$ cat config.mk
export PLATFORM = sky130hd
export DESIGN_NAME = bit_level_i2c_master_core
export DESIGN_NICKNAME = d
export VERILOG_FILES = /design/src/rtl/core/bli2c_pkg.sv /design/src/rtl/core/bli2c_front.sv /design/src/rtl/core/bli2c_back.sv /design/src/rtl/core/bit_level_i2c_master_core.sv
export SDC_FILE = /design/constraint.sdc
export NUM_CORES = 1
export LEC_CHECK = 0
export BUFFER_PORTS_ARGS = -buffer_cell sky130_fd_sc_hd__buf_2
export CAP_MARGIN = 20
export CORE_MARGIN = 10
export CORE_UTILIZATION = 30
export DETAILED_ROUTE_END_ITERATION = 8
export GPL_TIMING_DRIVEN = 0
export HOLD_SLACK_MARGIN = 0.02
export SLEW_MARGIN = 15
export SYNTH_ARGS = -nofsm -noshare
export SYNTH_HDL_FRONTEND = slang
export SYNTH_HIERARCHICAL = 1
export SYNTH_SLANG_ARGS = --single-unit
$ cat constraint.sdc
create_clock -name clk_i -period 4.2 [get_ports clk_i]
set_input_delay 0.21 -clock clk_i [delete_from_list [all_inputs] [get_ports clk_i]]
set_output_delay 0.21 -clock clk_i [all_outputs]
set_load 0.02 [all_outputs]
$ cat src/rtl/core/bli2c_pkg.sv
// shared types and constants of the bit level i2c master
package bli2c_pkg;

  typedef enum logic [2:0] {
    MODE_START = 3'd0,
    MODE_STOP  = 3'd1,
    MODE_SEND  = 3'd2,
    MODE_WACK  = 3'd3,
    MODE_RECV  = 3'd4,
    MODE_ACK   = 3'd5,
    MODE_NACK  = 3'd6
  } mode_e;

  localparam logic [2:0] ModeInvalid = 3'd7;
  localparam logic [7:0] PhaseTicksReset = 8'd50;
  localparam int unsigned InWidth = 16;
  localparam int unsigned OutWidth = 16;

  typedef struct packed {
    logic       cmd_ok;
    mode_e      mode;
    logic [7:0] tx_byte;
    logic       sda_in;
  } tick_t;

  typedef struct packed {
    logic  valid;
    tick_t tick;
  } deq_t;

endpackage

$ cat src/rtl/core/bli2c_front.sv
// front end: accepts ticks, classifies the command and queues them
module bli2c_front
  import bli2c_pkg::*;
(
  input  logic               clk_i,
  input  logic               rst_ni,
  input  logic               s_axis_tvalid,
  output logic               s_axis_tready,
  // cmd_valid, mode[2:0], tx_byte[7:0], sda_in, zero fill
  input  logic [InWidth-1:0] s_axis_tdata,
  output deq_t               deq_o,
  input  logic               pop_i
);

  tick_t      entry_q [2];
  logic       wr_ptr_q, wr_ptr_d;
  logic       rd_ptr_q, rd_ptr_d;
  logic [1:0] count_q, count_d;
  tick_t      tick_in;
  logic       push;
  logic       pop;

  always_comb begin
    tick_in.cmd_ok  = s_axis_tdata[0] && (s_axis_tdata[3:1] != ModeInvalid);
    tick_in.mode    = tick_in.cmd_ok ? mode_e'(s_axis_tdata[3:1]) : MODE_START;
    tick_in.tx_byte = s_axis_tdata[11:4];
    tick_in.sda_in  = s_axis_tdata[12];
  end

  assign s_axis_tready = (count_q != 2'd2);
  assign push = s_axis_tvalid && s_axis_tready;
  assign pop = pop_i && (count_q != 2'd0);

  assign deq_o.valid = (count_q != 2'd0);
  assign deq_o.tick = entry_q[rd_ptr_q];

  always_comb begin
    wr_ptr_d = push ? ~wr_ptr_q : wr_ptr_q;
    rd_ptr_d = pop ? ~rd_ptr_q : rd_ptr_q;
    count_d = count_q + {1'b0, push} - {1'b0, pop};
  end

  always_ff @(posedge clk_i or negedge rst_ni) begin
    if (!rst_ni) begin
      wr_ptr_q <= 1'b0;
      rd_ptr_q <= 1'b0;
      count_q <= 2'd0;
    end else begin
      wr_ptr_q <= wr_ptr_d;
      rd_ptr_q <= rd_ptr_d;
      count_q <= count_d;
    end
  end

  always_ff @(posedge clk_i) begin
    if (push) begin
      entry_q[wr_ptr_q] <= tick_in;
    end
  end

endmodule

$ cat src/rtl/core/bli2c_back.sv
// back end: line phase sequencer with registered result
module bli2c_back
  import bli2c_pkg::*;
(
  input  logic                clk_i,
  input  logic                rst_ni,
  input  logic                cfg_valid_i,
  output logic                cfg_ready_o,
  input  logic [7:0]          cfg_data_i,
  input  deq_t                deq_i,
  output logic                pop_o,
  output logic                m_axis_tvalid,
  input  logic                m_axis_tready,
  // scl_out, sda_out, busy_res, done_res, rx_byte[7:0], no_ack, zero fill
  output logic [OutWidth-1:0] m_axis_tdata
);

  logic [7:0] pt_q;
  logic       out_valid_q;
  logic       scl_q, scl_d;
  logic       sda_q, sda_d;
  mode_e      mode_q, mode_d;
  logic       active_q, active_d;
  logic [4:0] phase_q, phase_d;
  logic [1:0] sub_q, sub_d;
  logic [7:0] tick_q, tick_d;
  logic [7:0] shift_q, shift_d;
  logic       nack_q, nack_d;
  logic [7:0] rx_q, rx_d;
  logic       done_q, done_d;
  logic [7:0] hold;
  logic       step;

  function automatic logic [4:0] phase_total(mode_e m);
    unique case (m)
      MODE_SEND: phase_total = 5'd24;
      MODE_WACK: phase_total = 5'd3;
      MODE_RECV: phase_total = 5'd16;
      default:   phase_total = 5'd4;
    endcase
  endfunction

  assign cfg_ready_o = 1'b1;
  assign hold = (pt_q == 8'd0) ? 8'd1 : pt_q;
  assign step = deq_i.valid && (!out_valid_q || m_axis_tready);
  assign pop_o = step;
  assign m_axis_tvalid = out_valid_q;
  assign m_axis_tdata = {3'b000, nack_q, rx_q, done_q, active_q, sda_q, scl_q};

  always_comb begin
    logic       apply;
    logic [7:0] tick_n;
    tick_t      t;
    t = deq_i.tick;
    apply = 1'b0;
    tick_n = tick_q + 8'd1;
    scl_d = scl_q;
    sda_d = sda_q;
    mode_d = mode_q;
    active_d = active_q;
    phase_d = phase_q;
    sub_d = sub_q;
    tick_d = tick_q;
    shift_d = shift_q;
    nack_d = nack_q;
    rx_d = rx_q;
    done_d = 1'b0;

    if (active_q) begin
      if (tick_n >= hold) begin
        tick_d = 8'd0;
        if (mode_q == MODE_RECV && phase_q[0]) begin
          shift_d = {shift_q[6:0], t.sda_in};
        end
        if (mode_q == MODE_WACK && phase_q == 5'd2) begin
          nack_d = t.sda_in;
        end
        phase_d = phase_q + 5'd1;
        sub_d = (sub_q == 2'd2) ? 2'd0 : sub_q + 2'd1;
        if (phase_d >= phase_total(mode_q)) begin
          if (mode_q == MODE_WACK) begin
            scl_d = 1'b0;
          end
          if (mode_q == MODE_RECV) begin
            rx_d = shift_d;
          end
          active_d = 1'b0;
          phase_d = 5'd0;
          done_d = 1'b1;
        end else begin
          apply = 1'b1;
        end
      end else begin
        tick_d = tick_n;
      end
    end else if (t.cmd_ok) begin
      active_d = 1'b1;
      mode_d = t.mode;
      phase_d = 5'd0;
      sub_d = 2'd0;
      tick_d = 8'd0;
      if (t.mode == MODE_SEND) begin
        shift_d = t.tx_byte;
      end
      if (t.mode == MODE_RECV) begin
        shift_d = 8'd0;
        sda_d = 1'b1;
      end
      apply = 1'b1;
    end

    if (apply) begin
      unique case (mode_d)
        MODE_START: begin
          if (phase_d == 5'd0) sda_d = 1'b1;
          else if (phase_d == 5'd1) scl_d = 1'b1;
          else if (phase_d == 5'd2) sda_d = 1'b0;
          else scl_d = 1'b0;
        end
        MODE_STOP: begin
          if (phase_d == 5'd0) scl_d = 1'b0;
          else if (phase_d == 5'd1) sda_d = 1'b0;
          else if (phase_d == 5'd2) scl_d = 1'b1;
          else sda_d = 1'b1;
        end
        MODE_SEND: begin
          if (sub_d == 2'd0) begin
            scl_d = 1'b0;
          end else if (sub_d == 2'd1) begin
            sda_d = shift_d[7];
            shift_d = {shift_d[6:0], 1'b0};
          end else begin
            scl_d = 1'b1;
          end
        end
        MODE_WACK: begin
          if (phase_d == 5'd0) scl_d = 1'b0;
          else if (phase_d == 5'd1) sda_d = 1'b1;
          else scl_d = 1'b1;
        end
        MODE_RECV: scl_d = phase_d[0];
        MODE_ACK, MODE_NACK: begin
          if (phase_d == 5'd0) scl_d = 1'b0;
          else if (phase_d == 5'd1) sda_d = (mode_d == MODE_NACK);
          else if (phase_d == 5'd2) scl_d = 1'b1;
          else scl_d = 1'b0;
        end
        default: scl_d = scl_q;
      endcase
    end
  end

  always_ff @(posedge clk_i or negedge rst_ni) begin
    if (!rst_ni) begin
      pt_q <= PhaseTicksReset;
      out_valid_q <= 1'b0;
      scl_q <= 1'b1;
      sda_q <= 1'b1;
      mode_q <= MODE_START;
      active_q <= 1'b0;
      phase_q <= 5'd0;
      sub_q <= 2'd0;
      tick_q <= 8'd0;
      shift_q <= 8'd0;
      nack_q <= 1'b0;
      rx_q <= 8'd0;
      done_q <= 1'b0;
    end else begin
      if (cfg_valid_i) begin
        pt_q <= cfg_data_i;
      end
      if (step) begin
        out_valid_q <= 1'b1;
        scl_q <= scl_d;
        sda_q <= sda_d;
        mode_q <= mode_d;
        active_q <= active_d;
        phase_q <= phase_d;
        sub_q <= sub_d;
        tick_q <= tick_d;
        shift_q <= shift_d;
        nack_q <= nack_d;
        rx_q <= rx_d;
        done_q <= done_d;
      end else if (m_axis_tready) begin
        out_valid_q <= 1'b0;
      end
    end
  end

  a_done_idle: assert property (@(posedge clk_i) disable iff (!rst_ni)
    done_q |-> !active_q)
    else $error("done while still busy");

  a_phase_range: assert property (@(posedge clk_i) disable iff (!rst_ni)
    active_q |-> (phase_q < phase_total(mode_q)))
    else $error("phase beyond end of command");

  a_idle_no_cmd: assert property (@(posedge clk_i) disable iff (!rst_ni)
    (step && !active_q && !deq_i.tick.cmd_ok) |=> !active_q)
    else $error("idle block started without a command");

  a_sub_range: assert property (@(posedge clk_i) disable iff (!rst_ni)
    sub_q != 2'd3)
    else $error("bit sub-phase out of range");

endmodule

$ cat src/rtl/core/bit_level_i2c_master_core.sv
// top level of the bit level i2c master
// with no stall, a tick is stored in the queue and its result is then registered by the sequencer step
// throughput: one tick per cycle while the result output is not stalled, set by the phase sequencer step
// a two-entry tick queue decouples input acceptance from result stalls
// reset: asynchronous active low; lines released, idle, phase_ticks 50
module bit_level_i2c_master_core
  import bli2c_pkg::*;
(
  input  logic                clk_i,
  input  logic                rst_ni,
  input  logic                cfg_valid_i,
  output logic                cfg_ready_o,
  input  logic [7:0]          cfg_data_i,
  input  logic                s_axis_tvalid,
  output logic                s_axis_tready,
  // cmd_valid, mode[2:0], tx_byte[7:0], sda_in, zero fill
  input  logic [InWidth-1:0]  s_axis_tdata,
  output logic                m_axis_tvalid,
  input  logic                m_axis_tready,
  // scl_out, sda_out, busy_res, done_res, rx_byte[7:0], no_ack, zero fill
  output logic [OutWidth-1:0] m_axis_tdata
);

  deq_t deq;
  logic pop;

  bli2c_front u_front (
    .clk_i         (clk_i),
    .rst_ni        (rst_ni),
    .s_axis_tvalid (s_axis_tvalid),
    .s_axis_tready (s_axis_tready),
    .s_axis_tdata  (s_axis_tdata),
    .deq_o         (deq),
    .pop_i         (pop)
  );

  bli2c_back u_back (
    .clk_i         (clk_i),
    .rst_ni        (rst_ni),
    .cfg_valid_i   (cfg_valid_i),
    .cfg_ready_o   (cfg_ready_o),
    .cfg_data_i    (cfg_data_i),
    .deq_i         (deq),
    .pop_o         (pop),
    .m_axis_tvalid (m_axis_tvalid),
    .m_axis_tready (m_axis_tready),
    .m_axis_tdata  (m_axis_tdata)
  );

endmodule

==> results.md <==
* DRT Wirelength at about 10,000 um
* First-pass GRT wire length at 17,000 um
* Detailed-route via count at ~3.5k
* Slew Viols, Final at 0
* Switching power share of the total at 39.1%
* Setup Skew at 0.00833 ns
* CTS tree: done
* Clock power frac at about 24%
* Vias per cell at 5.13
* CTS Hold Buffers Added at 1
* Initial antenna violation count at 0
* Clock Path Buffers at 2
* RSZ-0062 raised after global routing: false
* R2r setup slk at 0.39 ns
* R2R cell count at 12
* CP startpoint kind: register
* Gate Count Post-Synth at between 400 and 500
* Critical path's slowest cell: o31ai_2
* Max FO, Critical Path at 7
* Syn Area/Cell at between 10 and 15 um^2
* Core ar. at ~0.015 mm^2
* Max transition margin at between 30% and 40%
* Critical Path AT at a little over 4 ns
* Routed len/inst at 15.1 um
* Worst-skew pair later-pin latency at between 0.3 and 0.4 ns
* Outcome: complete, no violations
* Tot GR Track Use at 10.2%
* Antenna Nets Post-Route at 0
* Combinational Power Share at between 30 and 40%
* Initial drt markers at roughly 220
* Placed Area at ~0.0050 mm^2
* Layout Cells excl Fill at around 680
* H-tree depth at 3
* Top FF cell, synth: dfrtp_1
* Diodes inserted at 0
* Root Driver: clkbuf_16
* Die height at 143 um
* Reg2reg end: u_back/scl_q
* Sink of the worst hold path: u_front/entry_q[0][2]
* Critical Path, Cell by Cell: ha_1 -> nand3_1 -> xnor2_1 -> ha_1 -> o21a_2 -> a21oi_2 -> o31ai_2 -> nand2b_1 -> o31ai_2 -> mux2_2 -> o21a_1 -> a211oi_1
* Number of synthesized flops with an enable pin at 26
* Placed wire-length estimate at ~7700 um
* Leak pwr at about 2.2 nW
* Dpl ws at approximately 0.51 ns
* Worst Setup Path Type: register to register
* Final Total Pwr at between 3 and 4 mW
* Initial cell density of the core at ~31%
* Synth async-reset ratio at 66.7%
* CTS Buf Count at 9
* Placer congestion estimate at 0.884
* Mapped Area at around 0.0045 mm^2
* Seq cells post-synth at just under 80
* Count of final hold-check violations at 0
* Synth cell types at 64
* Hold_sp: s_axis_tdata[5]
* Fin util at a little over a third
* Input/output buffers at 40
* Share of cells above drive strength 1 at 19.9%
* Register share of total power at between 30% and 40%
* Area growth, synth to finish at 16.7%
* Crit. End Element: register
* # fillers at 1,482
* Clock transition at path regs at roughly 0.07 ns
* Fin Setup TNS at 0 ns
* Pwr Density at between 600 and 700 mW/mm^2
* Internal power at 1.93 mW
* Gr ovfl total at 0
* Final setup violating endpoints at 0
* DP Cell Count at 663
* DIE AREA at between 0.02 and 0.025 mm^2
* R2r startpoint: u_back/tick_q[0]
* Vias in the first global route at between 3k and 4k
* Hold WS at between 0.05 and 0.06 ns
* VDD IR max at between 0.2 and 0.25 mV
* Max Fclk at about 0.26 GHz
* Post-route design area at ~0.0053 mm^2
* Initial DRT Pass Iterations at 6
* Total of max-cap violations at 0
* Least-Margin Pin Slew at around 0.92 ns
* Hold Path Cell Cnt at 1
* Worst setup margin at 0.386 ns
* CTS Sinks at 78
* Final Net Count at 539
* CP required at 4.46 ns
* Psw at between 1 and 1.5 mW
* Final min period at around 3.8 ns
* Hold Crit Class: input port to register
* Die W at ~140 um
* Seq/Total Area, Yosys at 46.2%
* Max incr delay on CP at ~0.6 ns
* Num rows at between 40 and 50
* DRC viols at 0
* Fin crit share at between 90% and 100%
* PostCTS Resize Cnt at 0
* Post-CTS Setup Inserts at 0
* Pin count of the biggest net entering global routing at between 50 and 60
* Synth warnings at 6
* IO Count at 48
==> sequential cells by signal, summed over array words and instances (netlist names), 2 cells and up <==
name / cells
u_back/mode_q: 3
u_back/phase_q: 5
u_back/pt_q: 8
u_back/rx_q: 8
u_back/shift_q: 8
u_back/sub_q: 2
u_back/tick_q: 8
u_front/count_q: 2
u_front/entry_q: 26
==> logic make-up (layout without fill, tap and decap cells) <==
logic type | Yosys count | count (layout) | share of synthesized area [%]
AO/OA/AOI/OAI | 116 | 116 | 17.8
XOR/XNOR | 15 | 15 | 2.91
adder cells (fa/ha/maj) | 18 | 18 | 4.98
buffers and inverters | 45 | 103 | 4.96
flip-flops | 78 | 78 | 46.2
multiplexers | 41 | 41 | 9.91
other | 2 | 4 | 0.166
AND/OR/NAND/NOR | 122 | 122 | 13.0
==> power by group through the flow <==
stage | clock (mW) | combinational [mW] | sequential [mW]
2_1_floorplan | 0 | 0.959 | 1.11
3_3_place_gp | 0 | 1.21 | 1.14
3_5_place_dp | 0 | 1.25 | 1.15
4_1_cts | 0.791 | 1.26 | 1.14
5_1_grt | 0.815 | 1.42 | 1.16
6_report | 0.772 | 1.26 | 1.14
==> worst max-delay path by stage <==
stage	start	end	slack, ns	cells past startpoint
6_report	u_back/tick_q[0]	u_back/scl_q	0.39	12
2_1_floorplan	u_back/tick_q[0]	u_back/shift_q[1]	0.99	14
3_5_place_dp	u_back/tick_q[0]	u_back/scl_q	0.51	12
5_1_grt	u_back/tick_q[0]	u_back/scl_q	0.22	12
4_1_cts	u_back/tick_q[0]	u_back/scl_q	0.46	12
3_3_place_gp	u_back/tick_q[0]	u_back/scl_q	0.55	12
==> cells in the final DEF, fill, tap and decap left out, drive strengths merged, types with 7 or more instances in the layout <==
master	n
a21oi	27
a222oi	7
a22o	9
a31oi	7
buf	56
clkbuf	21
dfrtp	47
edfxtp	26
ha	18
inv	24
mux2	30
mux2i	11
nand2	42
nand2b	11
nand3	10
nor2	25
nor3	8
o21ai	30
xnor2	9
==> worst max-delay path, delay by kind of cell, from the launching register on <==
family / cells / cell delay [ns]
compound gates: 6 / 1.74
xor+xnor: 1 / 0.19
fa+ha+maj: 2 / 0.52
flops: 1 / 0.45
mux: 1 / 0.40
simple gates: 2 / 0.40
==> synth_stat cells, types with 6 or more instances <==
cell type  count  area, um^2
dfrtp_1       47        1180
mux2_2        12         135
a222oi_1       7        70.1
nand2b_1      11        68.8
nor2_1        25        93.8
mux2i_1       11         110
inv_1         18        67.6
nand3_1        9        45.0
clkbuf_1      12        45.0
buf_4         10        75.1
o21ai_1        8        40.0
mux2_1        18         203
edfxtp_1      26         781
xnor2_1        9        78.8
o21ai_0       22         110
ha_1          18         225
nand2_1       42         158
xor2_1         6        52.6
nor2b_1        6        37.5
nor3_1         8        40.0
a21oi_1       25         125
a22o_1         9        78.8
a31oi_1        7        43.8
==> final cells by class <==
cell class	count	area, um^2	share of cell area [%]
timing repair buffer	42	220	4.18
multi-input combinational	316	2210	42.0
tap	184	230	4.37
clock inverter	7	71.3	1.35
inverter	18	67.6	1.28
clock buffer	9	225	4.27
buffer	27	156	2.97
sequential	78	2090	39.6
==> per-layer routing <==
metal | part of all wire (%) | wire (um) | GRT usage [%] | up-vias
met5 | 0 | 0 | 0 | -
met4 | 1.5 | 151 | 4.89 | 0
met3 | 3.9 | 404 | 1.63 | 9
met2 | 49 | 5050 | 16.7 | 92
met1 | 45 | 4680 | 12.9 | 1679
li1 | - | - | - | 1712
Power figures use the tool's default switching activity.
